### config.mk
export PLATFORM = sky130hd
export DESIGN_NAME = scr_slot_tags
export DESIGN_NICKNAME = d
export VERILOG_FILES = /design/src/rtl/scr_pkg.sv /design/src/rtl/scr_slot_tags.sv
export VERILOG_INCLUDE_DIRS = /design/src /design/src/rtl
export SDC_FILE = /design/constraint.sdc
export NUM_CORES = 1
export LEC_CHECK = 0
export BUFFER_PORTS_ARGS = -buffer_cell sky130_fd_sc_hd__buf_2
export CORE_ASPECT_RATIO = 0.5
export CORE_UTILIZATION = 50
export DETAILED_ROUTE_END_ITERATION = 8
export PLACE_DENSITY = 0.78
export SLEW_MARGIN = 0
export SYNTH_ARGS = -nofsm -noshare
export SYNTH_HDL_FRONTEND = slang
export SYNTH_SLANG_ARGS = --single-unit
### constraint.sdc
create_clock -name clk -period 1.15 [get_ports clk]
set_input_delay 0.0575 -clock clk [delete_from_list [all_inputs] [get_ports clk]]
set_output_delay 0.0575 -clock clk [all_outputs]
set_load 0.005 [all_outputs]
### src/rtl/assert_macros.svh
// Assertion macros shared by the compositor modules.
`ifndef ASSERT_MACROS_SVH
`define ASSERT_MACROS_SVH

// Checks an expression at every clock edge outside reset.
`define ASSERT_ALWAYS(label, expr, msg) \
  label: assert property (@(posedge clk) disable iff (rst) (expr)) else $error(msg);

// Checks that an antecedent implies a consequent in the same cycle.
`define ASSERT_IMPLY(label, ante, cons, msg) \
  label: assert property (@(posedge clk) disable iff (rst) (ante) |-> (cons)) else $error(msg);

// Checks that an antecedent implies a consequent in the next cycle.
`define ASSERT_NEXT(label, ante, cons, msg) \
  label: assert property (@(posedge clk) disable iff (rst) (ante) |=> (cons)) else $error(msg);

`endif

### src/rtl/scr_pkg.sv
// Package with the shared types and constants of the scanline ring compositor.
`default_nettype none

package scr_pkg;

  localparam int DEF_RING_SLOTS = 4;
  localparam int DEF_OUT_WIDTH  = 640;
  localparam int DEF_OUT_HEIGHT = 480;

  localparam int LINES_SHORT    = 192;
  localparam int LINES_TALL     = 212;
  localparam int LINE_PIXELS    = 512;
  localparam int ACTIVE_WORDS   = 256;
  localparam int PLAN_LOOKAHEAD = 3;

  typedef enum logic [1:0] {
    FUNC_WRITE = 2'd0,
    FUNC_READ  = 2'd1,
    FUNC_PLAN  = 2'd2
  } scr_func_t;

  typedef enum logic [0:0] {
    REG_BORDER_COLOR = 1'd0,
    REG_TALL_MODE    = 1'd1
  } scr_reg_t;

  typedef struct packed {
    logic       en;
    logic [7:0] line;
    logic       first;
    logic       commit;
    logic       wide;
  } scr_tag_wr_t;

endpackage

`default_nettype wire

### src/rtl/scr_slot_tags.sv
// Slot tag store with valid bits, width flags and associative line lookup.
`default_nettype none
`include "assert_macros.svh"

module scr_slot_tags #(
  parameter int RING_SLOTS = scr_pkg::DEF_RING_SLOTS
) (
  input  wire logic                          clk,
  input  wire logic                          rst,
  input  wire logic                          clear,
  input  wire scr_pkg::scr_tag_wr_t          wr,
  output logic [$clog2(RING_SLOTS)-1:0]      wr_slot,
  input  wire logic [7:0]                    rd_line,
  output logic                               rd_hit,
  output logic                               rd_wide,
  output logic [$clog2(RING_SLOTS)-1:0]      rd_slot,
  input  wire logic [7:0]                    plan_line [scr_pkg::PLAN_LOOKAHEAD],
  output logic [scr_pkg::PLAN_LOOKAHEAD-1:0] plan_hit
);

  localparam int SW = $clog2(RING_SLOTS);

  logic [RING_SLOTS-1:0] valid;
  logic [7:0]            tag [RING_SLOTS];
  logic                  wide [RING_SLOTS];
  logic [SW-1:0]         slot_lut [256];
  logic [RING_SLOTS-1:0] rd_match;

  for (genvar g = 0; g < 256; g++) begin : g_lut
    assign slot_lut[g] = SW'(g % RING_SLOTS);
  end

  assign wr_slot = slot_lut[wr.line];
  assign rd_slot = slot_lut[rd_line];
  assign rd_wide = wide[rd_slot];
  assign rd_hit  = |rd_match;

  always_comb begin
    for (int s = 0; s < RING_SLOTS; s++) begin
      rd_match[s] = valid[s] && (tag[s] == rd_line);
    end
  end

  always_comb begin
    plan_hit = '0;
    for (int k = 0; k < scr_pkg::PLAN_LOOKAHEAD; k++) begin
      for (int s = 0; s < RING_SLOTS; s++) begin
        if (valid[s] && (tag[s] == plan_line[k])) begin
          plan_hit[k] = 1'b1;
        end
      end
    end
  end

  always_ff @(posedge clk) begin
    if (rst) begin
      valid <= '0;
    end else if (clear) begin
      valid <= '0;
    end else if (wr.en) begin
      if (wr.commit) begin
        valid[wr_slot] <= 1'b1;
      end else if (wr.first) begin
        valid[wr_slot] <= 1'b0;
      end
    end
  end

  always_ff @(posedge clk) begin
    if (wr.en && wr.commit) begin
      tag[wr_slot]  <= wr.line;
      wide[wr_slot] <= wr.wide;
    end
  end

  `ASSERT_NEXT(a_clear_empties, clear, valid == '0, "Tag clear left a slot valid.")
  `ASSERT_ALWAYS(a_match_unique, $onehot0(rd_match), "Line matched in more than one slot.")

endmodule

`default_nettype wire

**Word level (Yosys, flattened, before mapping)**

Memory sizes are Yosys's and may differ from the RTL's.
Index checks and enable logic that the tools add are counted.

- Magnitude comparators: 4
- Equal/unequal tests: 16
- Mux-type cells: 22
- Bitwise logic cells: 5
- Reduce and logical (&&, ||, !) cells: 22

Operator list:

| operator | number |
|---|---|
| == test 8 bit | 16 |
| greater-or-equal comparator 9 bit (second input constant) | 2 |
| logical AND 1 bit | 18 |
| inverter 8 -> 9 bit | 2 |
| two-way mux 1 bit | 15 |
| two-way mux 2 bit | 4 |
| two-way mux 4 bit | 2 |
| AND 4 bit | 1 |
| inverter 4 bit | 1 |
| bitwise OR 4 bit | 1 |
| OR reduction 4 bit | 1 |
| less-than comparator 2 x 3 -> 1 bit (second input constant) | 1 |
| demux 1 bit (select 2 bit) | 1 |
| greater-or-equal comparator 2 x 1 -> 1 bit (second input constant) | 1 |
| AND reduction 2 bit | 1 |
| nonzero test 2 bit | 1 |
| OR reduction 2 bit | 1 |

- Register bits after elaboration: 4
- Memory bits (writable): 36
- Memory bits (read-only): 1024
- Input bits: 47
- Output and inout bits: 9
- Word-level logic and storage cells: 74
- Memories kept: 4

Memory list:

| name | depth | width | read ports | clocked after memory_dff | wr ports | RTL line | RTL |
|---|---|---|---|---|---|---|---|
| (name not given) | 256 | 2 | 1 | 0 | 0 | scr_slot_tags.sv:34 | `assign rd_slot = slot_lut[rd_line];` |
| (name not given) | 256 | 2 | 1 | 0 | 0 | scr_slot_tags.sv:33 | `assign wr_slot = slot_lut[wr.line];` |
| tag | 4 | 8 | 4 | 0 | 1 | scr_slot_tags.sv:24 | `logic [7:0] tag [RING_SLOTS];` |
| wide | 4 | 1 | 1 | 0 | 1 | scr_slot_tags.sv:25 | `logic wide [RING_SLOTS];` |

**Depth between registers and ports, before layout**

Gate-level depths: netlist (run 1).

- Word-level depth: 12
- Gate-level depth with buffers: 6
- Gate-level depth less buffers: 5

**Worst setup path after synthesis (run 1)**

Ideal clock, no wire load.

- Kind: input-to-reg
- From: input port wr[11] in the netlist's numbering
- To: memory tag[0][0], enable pin
- Library setup time: 389 ps
- Arrival time: 847 ps
- Required time: 761 ps
- Path slack: -86 ps
- Stages: 2
- Buffers on the path: 0
- Cell sequence: nand2_1 > nor3_1

- Word-level cells in the longest chain between the ends: 3

Ends and longest elaborated chain:

| element | RTL line | RTL |
|---|---|---|
| start: declaration | scr_slot_tags.sv:11 | `input wire scr_pkg::scr_tag_wr_t wr,` |
| logical AND 1 bit | scr_slot_tags.sv:70 | `if (wr.en && wr.commit) begin` |
| two-way mux 1 bit | scr_slot_tags.sv:70 |  |
| two-way mux 1 bit (not written as such) | scr_slot_tags.sv:71 | `tag[wr_slot] <= wr.line;` |
| end: declaration | scr_slot_tags.sv:24 |  |

Every way passes these cells.

==> results of run 1 <==
-- stage by stage --
stage	hold slack, ns	setup WS, ns	cell area [um^2]	std cells
4_1_cts	0.00275	-0.575	3540	407
6_report	0.0103	-0.586	3630	415
2_1_floorplan	0.156	0.00114	2840	258
3_5_place_dp	0.283	-0.355	3290	392
3_3_place_gp	0.269	-0.363	3290	392
5_1_grt	0.0106	-0.695	3630	415
-- cells in the final DEF (no fill, tap or decap), types with 4 or more instances in the layout --
cell	instances
xor2_1	79
nand2_1	6
nor4_2	5
dfxtp_1	4
edfxtp_1	36
nor4_1	8
clkbuf_16	5
nor3_2	4
buf_2	55
xnor2_1	47
nand4_1	17
buf_4	30
nand3_1	6
nor2_1	4
nor3_1	10
-- how the worst max path moves through the flow --
stage	depth (start not counted)	from	end	slack (ns)
finish	6	tag[0][4]$_DFFE_PP_	plan_hit[2]	-0.59
global route	6	tag[2][2]$_DFFE_PP_	plan_hit[1]	-0.70
CTS	5	tag[3][2]$_DFFE_PP_	plan_hit[1]	-0.57
detailed placement	6	tag[2][5]$_DFFE_PP_	plan_hit[1]	-0.36
global placement	6	tag[2][5]$_DFFE_PP_	plan_hit[1]	-0.36
floorplan	4	tag[0][4]$_DFFE_PP_	plan_hit[2]	0.001
-- flip-flops by register name (all words and copies together) (netlist names), named ones only --
register,cells
tag,32
wide,4
-- logic make-up (layout without fill, tap and decap cells) --
kind of cell / after synthesis / after routing
AOI/OAI and AO/OA: 9 / 9
xor gates and xnor gates: 128 / 128
buffers and inverters: 14 / 101
DFF: 40 / 40
muxes: 1 / 1
and+or+nand+nor: 66 / 66
-- worst max-delay path, stage by stage (launching register included) --
cell	delay [ns]
edfxtp_1	0.51
buf_4	0.19
xor2_1	0.15
nor4_1	0.18
nand4_1	0.13
nand4_1	0.11
buf_2	0.12
-- metal layers --
metal  global-route usage  vias to the layer above
met2                0.388                      118
met5                    0                        -
met1                0.386                     1077
met4               0.0849                        0
met3               0.0862                       16
li1                     -                     1067
-- timing repair --
item / CTS / global route
endpoints found under the setup margin: 5 / 5
buffers inserted: 5 / 7
hold buffers: 2 / 1
gates resized for setup: 4 / 5
cloned: 0 / 0
endpoints found under the hold margin: 8 / 4
pin swaps: 19 / 9
-- power by group through the flow --
| stage | registers (mW) | logic [mW] | clock network (mW) |
|---|---|---|---|
| after floorplan | 1.71 | 0.360 | 0 |
| after global placement | 1.74 | 0.595 | 0 |
| after detailed placement | 1.74 | 0.606 | 0 |
| after CTS | 1.71 | 0.633 | 1.55 |
| after global routing | 1.71 | 0.713 | 1.61 |
| final | 1.71 | 0.658 | 1.52 |
-- area by class of cell --
class,count,area (um^2),area share
tap,70,87.6,0.0242
clock inverter,2,35.0,0.00966
inverter,2,7.51,0.00207
timing repair buffer,91,582,0.160
clock buffer,6,129,0.0355
sequential,40,1160,0.320
multi-input combinational,204,1620,0.448
==> tab_implementation.tex, run 1 <==
\begin{tabular}{lr}
\hline
Metric & Value \\
\hline
\multicolumn{2}{l}{\textbf{Worst setup path}} \\
\quad R2R Setup Slk & 0.34 ns \\
\quad Arrival time at the worst endpoint & 1.68 ns \\
\quad Start-to-end type of the worst setup path & flip-flop to output port \\
\quad Startpoint kind of the worst setup timing path & flip-flop \\
\quad Biggest fanout along the worst timing path & 4 \\
\quad Register-to-Register Path Depth & 3 \\
\quad Setup crit end kind & output port \\
\quad Required time reported for the critical path endpoint & 1.09 ns \\
\multicolumn{2}{l}{\textbf{Logic synthesis}} \\
\quad Sequential share of the synthesized area & 0.409 \\
\quad Area share of the leading cell type in the synthesized netlist & 0.381 \\
\quad Cell types with the largest area share after synthesis & edfxtp\_1 (38\%), xor2\_1 (24\%), xnor2\_1 (15\%) \\
\quad Synth Area in Adders & 0 \\
\quad Main combinational cell family by area after synthesis & XOR/XNOR gates \\
\quad Leading cell type by number of instances after synthesis & xor2\_1 \\
\quad Ys async rst share & 0 \\
\quad Number of enable flip-flop cells after synthesis & 36 \\
\quad Ranking of synthesized cells by instance count & xor2\_1 (79), xnor2\_1 (49), edfxtp\_1 (36), nand4\_1 (17), nor3\_1 (14) \\
\quad Mean instance size in the synthesized netlist & 11.0 um\^{}2 \\
\quad Compound-cell area share of the yosys netlist & 0.0181 \\
\quad Share of synthesized area spent on multiplexers & 0.00793 \\
\quad Simple-gate portion of the synthesized area & 0.132 \\
\quad Post-Syn Area & 2840 um\^{}2 \\
\quad XOR/XNOR Fraction of Synth Area & 0.395 \\
\quad Most area-hungry cell type in the Yosys netlist & edfxtp\_1 \\
\quad Yosys Warn Count & 0 \\
\quad Seq cells post-synth & 40 \\
\quad Number of distinct standard cells referenced by the synthesized netlist & 26 \\
\quad Most used flip-flop cell after synthesis & edfxtp\_1 \\
\quad Number of cells produced by synthesis & 258 \\
\quad Nets in the synthesized netlist & 305 \\
\multicolumn{2}{l}{\textbf{Min path}} \\
\quad Cell count of the worst hold path & 1 \\
\quad Worst min-delay path startpoint & wr[5] \\
\quad Hold path endpoint & tag[1][2]\$\_DFFE\_PP\_ \\
\quad Min-Delay Path Class & input pin to flip-flop \\
\multicolumn{2}{l}{\textbf{Final layout}} \\
\quad Fraction of final layout cells with drive strength greater than 1 & 0.313 \\
\quad Area growth, synth to finish & 27.7\% \\
\quad Inserted Diodes & 0 \\
\quad Share of the core filled with cells & 0.700 \\
\quad \# nets final & 391 \\
\quad Filler cell count & 411 \\
\multicolumn{2}{l}{\textbf{STA}} \\
\quad Clock Skew & 0 ns \\
\quad Final max-slew violation count & 0 \\
\quad Aggregate negative setup slack & -2.44 ns \\
\quad Slew @ Worst Pin & 0.319 ns \\
\quad Worst-case setup margin in the final layout & -0.586 ns \\
\quad Final setup vio count & 5 \\
\quad Worst max-slew margin expressed relative to the limit & 0.787 \\
\quad Max Clk Rate & 576 MHz \\
\quad Share of the cycle needed by the critical path after routing & 1.51 \\
\quad RSZ-0062 raised after global routing & true \\
\quad Final period demand of the worst path & 1.74 ns \\
\quad Count of final hold-check violations & 0 \\
\multicolumn{2}{l}{\textbf{Global routing}} \\
\quad Pin count of the biggest net entering global routing & 13 \\
\quad Total GRT Usage & 0.270 \\
\quad Antenna violations before repair & 0 \\
\quad Global-route wire length before repair & 11.6 mm \\
\quad Number of global-route vias before repair & 2231 \\
\quad Total gr overflow & 0 \\
\multicolumn{2}{l}{\textbf{Power}} \\
\quad Gate power share & 0.169 \\
\quad Static leakage & 1.41 nW \\
\quad Switching Fraction & 0.234 \\
\quad Pwr Density & 1070 nW/um\^{}2 \\
\quad Worst vdd ir & 1.39 mV \\
\quad Share of power burned in the clock network & 0.391 \\
\quad Net switching power of the design & 0.911 mW \\
\quad Internal portion of total power & 2.98 mW \\
\quad Total power draw & 3.89 mW \\
\quad Sequential fraction of design power & 0.440 \\
\multicolumn{2}{l}{\textbf{Placement}} \\
\quad Port bufs & 55 \\
\quad Gp weighted congestion & 0.943 \\
\quad Detail Placement HPWL & 6.19 mm \\
\multicolumn{2}{l}{\textbf{Clock network}} \\
\quad CTS tree & built \\
\quad Number of buffers created by CTS & 5 \\
\quad Clock transition at the registers of the reported paths & 0.05 ns \\
\quad Root Buffer Master & clkbuf\_16 \\
\quad Number of levels the H-tree was split into & 2 \\
\quad Max clock buf depth & 2 \\
\quad Latest clock arrival within the worst-skew pair & 0.28 ns \\
\quad Clock Sinks & 40 \\
\multicolumn{2}{l}{\textbf{Detailed routing}} \\
\quad Count of routing violations after the opening detailed-route iteration & 196 \\
\quad Average via count per standard cell & 5.49 \\
\quad Remaining number of nets flagged by the antenna check after routing & 0 \\
\quad Total detailed-routing wirelength & 7.68 mm \\
\quad \# DRC & 0 \\
\quad Topmost layer with routed signal wires & met4 \\
\quad Routed metal-1 wire length & 3.26 mm \\
\quad Wirelength per Cell & 18.5 um \\
\quad Number of optimization iterations in the first detailed-route pass & 4 \\
\quad Total met2 wirelength after detailed routing & 3.31 mm \\
\quad Metal3 WL & 960 um \\
\quad Overall via count from detail\_route & 2278 \\
\multicolumn{2}{l}{\textbf{Flow run}} \\
\quad Max Cap Violations & 0 \\
\multicolumn{2}{l}{\textbf{Die}} \\
\quad Std-Cell Rows & 18 \\
\quad Core area & 5180 um\^{}2 \\
\quad Die area & 6000 um\^{}2 \\
\quad Horizontal die dimension & 109 um \\
\quad Die height & 55.3 um \\
\quad I/O Pins & 56 \\
\quad Starting utilization of the core area & 0.548 \\
\multicolumn{2}{l}{\textbf{Run status}} \\
\quad Violations in the final reports & setup timing \\
\quad Outcome & finished, violations left \\
\hline
\end{tabular}
(Power assumes the default switching activity.)
==> run 2, diff against run 1 <==
- CORE_MARGIN: unset -> 4
- RECOVER_POWER: unset -> 100
==> run 2 against run 1 <==
The flow still finishes with violations (setup timing). Critical path depth unchanged. Highest routed layer unchanged. Critical path type unchanged. Utilization fell by 6.1 points. Wire length increased by 7.3%. Non-clock buffer count fell by 9. Total power shrank 6.5%. Die area up 17%. Setup slack worse by 0.12 ns. Clock power fell by 16%. Hold slack improved by 0.066 ns. Critical endpoint is now rd_hit. Global-route usage is 3.2 points lower. Combinational power decreased by 0.9%.
==> tab_implementation.tex, run 2 (synthesis gave the netlist of run 1 again) <==
\begin{tabular}{lr}
\hline
Metric & Value \\
\hline
\multicolumn{2}{l}{\textbf{Detailed routing}} \\
\quad Average via count per standard cell & 5.55 \\
\quad Count of routing violations after the opening detailed-route iteration & 188 \\
\quad Total detailed-routing wirelength & 8.24 mm \\
\quad \# DRC & 0 \\
\quad Remaining number of nets flagged by the antenna check after routing & 0 \\
\quad Number of optimization iterations in the first detailed-route pass & 5 \\
\quad Wirelength per Cell & 20.2 um \\
\quad Overall via count from detail\_route & 2269 \\
\multicolumn{2}{l}{\textbf{STA}} \\
\quad Final max-slew violation count & 0 \\
\quad Count of final hold-check violations & 0 \\
\quad Final setup vio count & 5 \\
\quad RSZ-0062 raised after global routing & true \\
\quad Slew @ Worst Pin & 0.432 ns \\
\quad Max Clk Rate & 539 MHz \\
\quad Worst-case setup margin in the final layout & -0.706 ns \\
\quad Clock Skew & 0 ns \\
\quad Final period demand of the worst path & 1.86 ns \\
\quad Share of the cycle needed by the critical path after routing & 1.61 \\
\quad Worst max-slew margin expressed relative to the limit & 0.712 \\
\multicolumn{2}{l}{\textbf{Worst setup path}} \\
\quad R2R Setup Slk & 0.30 ns \\
\quad Bufs and invs on worst path & 2 \\
\quad Start-to-end type of the worst setup path & flip-flop to output port \\
\quad Largest stage delay on the critical path & 0.50 ns \\
\quad Startpoint kind of the worst setup timing path & flip-flop \\
\quad Arrival time at the worst endpoint & 1.80 ns \\
\quad Biggest fanout along the worst timing path & 4 \\
\quad Standard cell with the maximum stage delay on the critical path & edfxtp\_1 \\
\quad Required time reported for the critical path endpoint & 1.09 ns \\
\quad Register-to-Register Path Depth & 3 \\
\quad Cell family contributing the most delay on the critical path & simple AND/OR/NAND/NOR gates \\
\quad Critical path cell sequence & buf\_4 -> xor2\_1 -> nor4\_1 -> nand4\_1 -> nand3\_1 -> buf\_2 \\
\quad Setup crit end kind & output port \\
\multicolumn{2}{l}{\textbf{Die}} \\
\quad Core area & 5490 um\^{}2 \\
\quad Horizontal die dimension & 115 um \\
\quad Die height & 61.3 um \\
\quad Starting utilization of the core area & 0.517 \\
\quad Std-Cell Rows & 19 \\
\quad Die area & 7020 um\^{}2 \\
\quad I/O Pins & 56 \\
\multicolumn{2}{l}{\textbf{Placement}} \\
\quad Gp weighted congestion & 0.994 \\
\quad Post-DP Area & 3260 um\^{}2 \\
\quad Port bufs & 55 \\
\quad Detail Placement HPWL & 6.15 mm \\
\quad Number of placed cells counting well taps & 390 \\
\multicolumn{2}{l}{\textbf{Min path}} \\
\quad Cell count of the worst hold path & 3 \\
\quad Worst min-delay path startpoint & rst \\
\quad Min-Delay Path Class & input pin to flip-flop \\
\multicolumn{2}{l}{\textbf{Clock network}} \\
\quad Root Buffer Master & clkbuf\_16 \\
\quad Number of levels the H-tree was split into & 2 \\
\quad Max clock buf depth & 2 \\
\quad Clock transition at the registers of the reported paths & 0.05 ns \\
\quad Clock Sinks & 40 \\
\quad CTS tree & built \\
\quad Number of buffers created by CTS & 5 \\
\quad Latest clock arrival within the worst-skew pair & 0.27 ns \\
\multicolumn{2}{l}{\textbf{Final layout}} \\
\quad Highest-count cells in the layout ignoring fill and taps & xor2\_1 (78), xnor2\_1 (48), buf\_2 (42) \\
\quad Area growth, synth to finish & 23.6\% \\
\quad Share of the core filled with cells & 0.639 \\
\quad Inserted Diodes & 0 \\
\quad Finished layout cell area & 3510 um\^{}2 \\
\quad Post-Layout Cell Count & 409 \\
\quad Leading cell type in the layout, fill and taps excluded & xor2\_1 \\
\quad Fraction of final layout cells with drive strength greater than 1 & 0.247 \\
\quad Most flop-heavy register & tag \\
\quad Number of flip-flops in the largest register & 32 \\
\quad \# nets final & 382 \\
\quad Biggest regs & tag (32), wide (4) \\
\multicolumn{2}{l}{\textbf{Flow run}} \\
\quad Max Cap Violations & 0 \\
\multicolumn{2}{l}{\textbf{Run status}} \\
\quad Outcome & finished, violations left \\
\quad Violations in the final reports & setup timing \\
\multicolumn{2}{l}{\textbf{Global routing}} \\
\quad Number of global-route vias before repair & 2244 \\
\quad Pin count of the biggest net entering global routing & 12 \\
\quad Antenna violations before repair & 0 \\
\quad Global-route wire length before repair & 12.3 mm \\
\quad Total GRT Usage & 0.238 \\
\quad Total gr overflow & 0 \\
\multicolumn{2}{l}{\textbf{Power}} \\
\quad Pwr Density & 1040 nW/um\^{}2 \\
\quad Static leakage & 1.30 nW \\
\quad Worst vdd ir & 0.746 mV \\
\hline
\end{tabular}
[run 2: routing by layer]
layer | global-route usage | wire length, um
met4 | 0.0643 | 125
met3 | 0.0550 | 781
met5 | 0 | 0
met2 | 0.390 | 3810
met1 | 0.325 | 3530
[run 2: how the worst max path moves through the flow]
stage	cells after the start	to	slack [ns]	startpoint
after floorplan	4	plan_hit[2]	0.001	tag[0][4]$_DFFE_PP_
after global placement	6	plan_hit[0]	-0.32	tag[2][0]$_DFFE_PP_
after detailed placement	6	plan_hit[0]	-0.28	tag[2][0]$_DFFE_PP_
after CTS	5	plan_hit[2]	-0.58	tag[0][2]$_DFFE_PP_
after global routing	6	rd_hit	-0.73	tag[2][1]$_DFFE_PP_
final	6	rd_hit	-0.71	tag[2][1]$_DFFE_PP_
[run 2: where the power goes]
part / internal (mW) / leakage, nW / total [mW] / switching, mW
Sequential: 1.63 / 0.359 / 1.70 / 0.0676
Clock: 0.796 / 0.0655 / 1.28 / 0.486
Combinational: 0.300 / 0.875 / 0.652 / 0.352
[run 2: worst min-delay path, stage by stage]
cell	delay, ns
buf_2	0.07
or2_2	0.13
a21oi_1	0.04
[run 2: area by class of cell]
class / instances / area (um^2)
Fill cell: 438 / 1980
Multi-Input combinational cell: 204 / 1620
Sequential cell: 40 / 1160
Timing Repair Buffer: 82 / 488
Clock buffer: 7 / 133
Tap cell: 73 / 91.3
Inverter: 2 / 7.51
Clock inverter: 1 / 3.75
[run 2: per-stage QoR]
| stage | worst slack [ns] | hold slack [ns] | setup TNS, ns | power [mW] |
|---|---|---|---|---|
| finish | -0.706 | 0.0767 | -2.66 | 3.64 |
| global route | -0.729 | 0.0996 | -2.89 | 3.78 |
| CTS | -0.575 | 0.00361 | -2.46 | 3.63 |
| detailed placement | -0.285 | 0.285 | -1.10 | 2.33 |
| global placement | -0.321 | 0.269 | -1.13 | 2.32 |
| floorplan | 0.00114 | 0.156 | 0 | 2.07 |
[run 2: timing repair]
action,4_1_cts,5_1_grt
hold buffers,1,0
hold endpoints to repair,1,0
pin swaps,9,4
endpoints found under the setup margin,5,5
gates resized for setup,4,8
setup buffers,5,5
==> run 3, diff against run 2 <==
--- a/config.mk
+++ b/config.mk
@@ -7,10 +7,11 @@
 export NUM_CORES = 1
 export LEC_CHECK = 0
-export BUFFER_PORTS_ARGS = -buffer_cell sky130_fd_sc_hd__buf_2
 export CORE_ASPECT_RATIO = 0.5
 export CORE_MARGIN = 4
 export CORE_UTILIZATION = 50
 export DETAILED_ROUTE_END_ITERATION = 8
-export PLACE_DENSITY = 0.78
+export DONT_BUFFER_PORTS = 1
+export GPL_ROUTABILITY_DRIVEN = 1
+export PLACE_DENSITY = 0.7
 export RECOVER_POWER = 100
 export SLEW_MARGIN = 0
==> constraint.sdc (replaced) <==
create_clock -name clk -period 1.15 [get_ports clk]
set_input_delay 0.23 -clock clk [delete_from_list [all_inputs] [get_ports clk]]
set_output_delay 0.23 -clock clk [all_outputs]
set_load 0.005 [all_outputs]
==> run 3 against run 2 <==
The run still ends with setup timing left. Count of clock-buffer cells in the layout decreased by 2. Sequential share of layout area is 1.9 points higher. Clock skew did not move. Hold slack got worse by 0.033 ns. Setup slack gained 0.023 ns. Final area is 5.3% lower. Clock power hardly changed. Combinational power fell by 29%. Cell count is 12% lower. Global-route usage is 1.1 points lower. Critical path type unchanged. Highest routed layer unchanged.
==> tab_implementation.tex, run 3 (synthesis gave the netlist of run 1 again) <==
\begin{tabular}{lr}
\hline
Metric & Value \\
\hline
\multicolumn{2}{l}{\textbf{Clock network}} \\
\quad CTS tree & built \\
\quad Latest clock arrival within the worst-skew pair & 0.27 ns \\
\quad Max clock buf depth & 2 \\
\quad Clock Sinks & 40 \\
\quad Clock transition at the registers of the reported paths & 0.06 ns \\
\quad Number of buffers created by CTS & 5 \\
\quad Root Buffer Master & clkbuf\_16 \\
\quad Number of levels the H-tree was split into & 2 \\
\multicolumn{2}{l}{\textbf{Final layout}} \\
\quad \# nets final & 333 \\
\quad Post-Layout Cell Count & 360 \\
\quad Biggest regs & tag (32), wide (4) \\
\quad Highest-count cells in the layout ignoring fill and taps & xor2\_1 (77), xnor2\_1 (46), edfxtp\_1 (36) \\
\quad Area growth, synth to finish & 17.0\% \\
\quad Filler cell count & 428 \\
\quad Number of flip-flops in the largest register & 32 \\
\quad Inserted Diodes & 0 \\
\quad Leading cell type in the layout, fill and taps excluded & xor2\_1 \\
\quad Most flop-heavy register & tag \\
\quad Fraction of final layout cells with drive strength greater than 1 & 0.209 \\
\multicolumn{2}{l}{\textbf{STA}} \\
\quad Aggregate negative setup slack & -2.86 ns \\
\quad Clock Skew & 0 ns \\
\quad Final period demand of the worst path & 1.83 ns \\
\quad Final max-slew violation count & 0 \\
\quad Final setup vio count & 5 \\
\quad Max Clk Rate & 545 MHz \\
\quad Worst max-slew margin expressed relative to the limit & 0.770 \\
\quad Slew @ Worst Pin & 0.345 ns \\
\quad Post-route worst hold slack & 0.0439 ns \\
\quad Count of final hold-check violations & 0 \\
\quad Share of the cycle needed by the critical path after routing & 1.59 \\
\quad RSZ-0062 raised after global routing & true \\
\quad Worst-case setup margin in the final layout & -0.684 ns \\
\multicolumn{2}{l}{\textbf{Worst setup path}} \\
\quad Register-to-Register Path Depth & 3 \\
\quad Largest stage delay on the critical path & 0.42 ns \\
\quad Startpoint kind of the worst setup timing path & flip-flop \\
\quad Required time reported for the critical path endpoint & 0.92 ns \\
\quad Biggest fanout along the worst timing path & 3 \\
\quad Standard cell with the maximum stage delay on the critical path & edfxtp\_1 \\
\quad Setup crit end kind & output port \\
\quad Cell seen most often among critical-path stages & nand4\_1 \\
\quad Start-to-end type of the worst setup path & flip-flop to output port \\
\quad Arrival time at the worst endpoint & 1.60 ns \\
\quad Critical path cell sequence & buf\_6 -> xor2\_2 -> nor4\_2 -> nand4\_1 -> nand4\_1 \\
\multicolumn{2}{l}{\textbf{Die}} \\
\quad I/O Pins & 56 \\
\quad Die area & 7020 um\^{}2 \\
\quad Die height & 61.3 um \\
\quad Starting utilization of the core area & 0.517 \\
\quad Horizontal die dimension & 115 um \\
\quad Core area & 5490 um\^{}2 \\
\quad Std-Cell Rows & 19 \\
\multicolumn{2}{l}{\textbf{Global routing}} \\
\quad Number of global-route vias before repair & 2152 \\
\quad Total GRT Usage & 0.228 \\
\quad Pin count of the biggest net entering global routing & 13 \\
\quad Global-route wire length before repair & 11.6 mm \\
\quad Antenna violations before repair & 0 \\
\quad Total gr overflow & 0 \\
\multicolumn{2}{l}{\textbf{Run status}} \\
\quad Outcome & finished, violations left \\
\quad Violations in the final reports & setup timing \\
\multicolumn{2}{l}{\textbf{Detailed routing}} \\
\quad Count of routing violations after the opening detailed-route iteration & 207 \\
\quad Remaining number of nets flagged by the antenna check after routing & 0 \\
\quad Total detailed-routing wirelength & 7.80 mm \\
\quad Overall via count from detail\_route & 2074 \\
\quad Number of optimization iterations in the first detailed-route pass & 4 \\
\quad \# DRC & 0 \\
\quad Average via count per standard cell & 5.76 \\
\quad Wirelength per Cell & 21.7 um \\
\multicolumn{2}{l}{\textbf{Min path}} \\
\quad Cell count of the worst hold path & 0 \\
\quad Min-Delay Path Class & input pin to flip-flop \\
\multicolumn{2}{l}{\textbf{Power}} \\
\quad Pwr Density & 1040 nW/um\^{}2 \\
\quad Static leakage & 1.17 nW \\
\quad Worst vdd ir & 1.27 mV \\
\multicolumn{2}{l}{\textbf{Placement}} \\
\quad Number of placed cells counting well taps & 341 \\
\quad Port bufs & 0 \\
\quad Gp weighted congestion & 0.962 \\
\quad Detail Placement HPWL & 6.26 mm \\
\multicolumn{2}{l}{\textbf{Flow run}} \\
\quad Max Cap Violations & 0 \\
\hline
\end{tabular}
-- run 3: cell count changes in the layout (fill, tap and decap cells not counted), moves of 3 or more --
cell | previous run | this run
nor4_2 | 5 | 8
buf_2 | 42 | 0
buf_4 | 15 | 24
clkbuf_1 | 18 | 0
nor4_1 | 8 | 5
-- run 3: path summary, 6_finish.rpt --
check / startpoint / endpoint / slack [ns]
hold reg to reg: flip-flop / flip-flop / 0.61
setup / recovery: tag[3][2]$_DFFE_PP_ / plan_hit[2] / -0.68
setup reg to reg: flip-flop / flip-flop / 0.29
hold / removal: wr[6] / tag[0][3]$_DFFE_PP_ / 0.04
-- run 3: metrics by stage --
| step | setup slack, ns | power, mW | instance area, um^2 | util |
|---|---|---|---|---|
| detailed placement | -0.433 | 2.15 | 3030 | 0.551 |
| global placement | -0.460 | 2.14 | 3030 | 0.551 |
| global route | -0.805 | 3.59 | 3320 | 0.605 |
| finish | -0.684 | 3.44 | 3320 | 0.605 |
| floorplan | -0.153 | 2.07 | 2840 | - |
| CTS | -0.678 | 3.45 | 3230 | 0.587 |
-- run 3: cell type report --
cell class	instances	area (um^2)	area share
well taps	73	91.3	0.0275
repair buffers	33	253	0.0761
flip-flops and latches	40	1160	0.350
clock inverters	3	13.8	0.00414
inverters	2	7.51	0.00226
clock buffers	5	125	0.0377
multi-input cells	204	1670	0.503
-- run 3: power breakdown --
| part | switching (mW) | internal, mW |
|---|---|---|
| sequential | 0.0740 | 1.63 |
| combinational | 0.201 | 0.261 |
| clock | 0.484 | 0.785 |
-- run 3: metal layers --
| layer | part of all wire | vias to the layer above | global-route usage |
|---|---|---|---|
| met5 | 0 | - | 0 |
| met4 | 0.018 | 0 | 0.0778 |
| met3 | 0.083 | 15 | 0.0451 |
| met2 | 0.45 | 83 | 0.362 |
| met1 | 0.44 | 1024 | 0.317 |
| li1 | - | 952 | - |
-- run 3: what timing repair did --
action	4_1_cts	5_1_grt
resized for setup	6	14
hold buffers	0	0
buffers inserted	3	8
pin swaps	13	13
setup endpoints to repair	5	5
-- run 3: worst max-delay path, delay by kind of cell, from the launching register on --
family                    cells  cell delay, ns
DFF                           1            0.42
xor gates and xnor gates      1            0.14
and+or+nand+nor               3            0.61
buffers and inverters         1            0.16
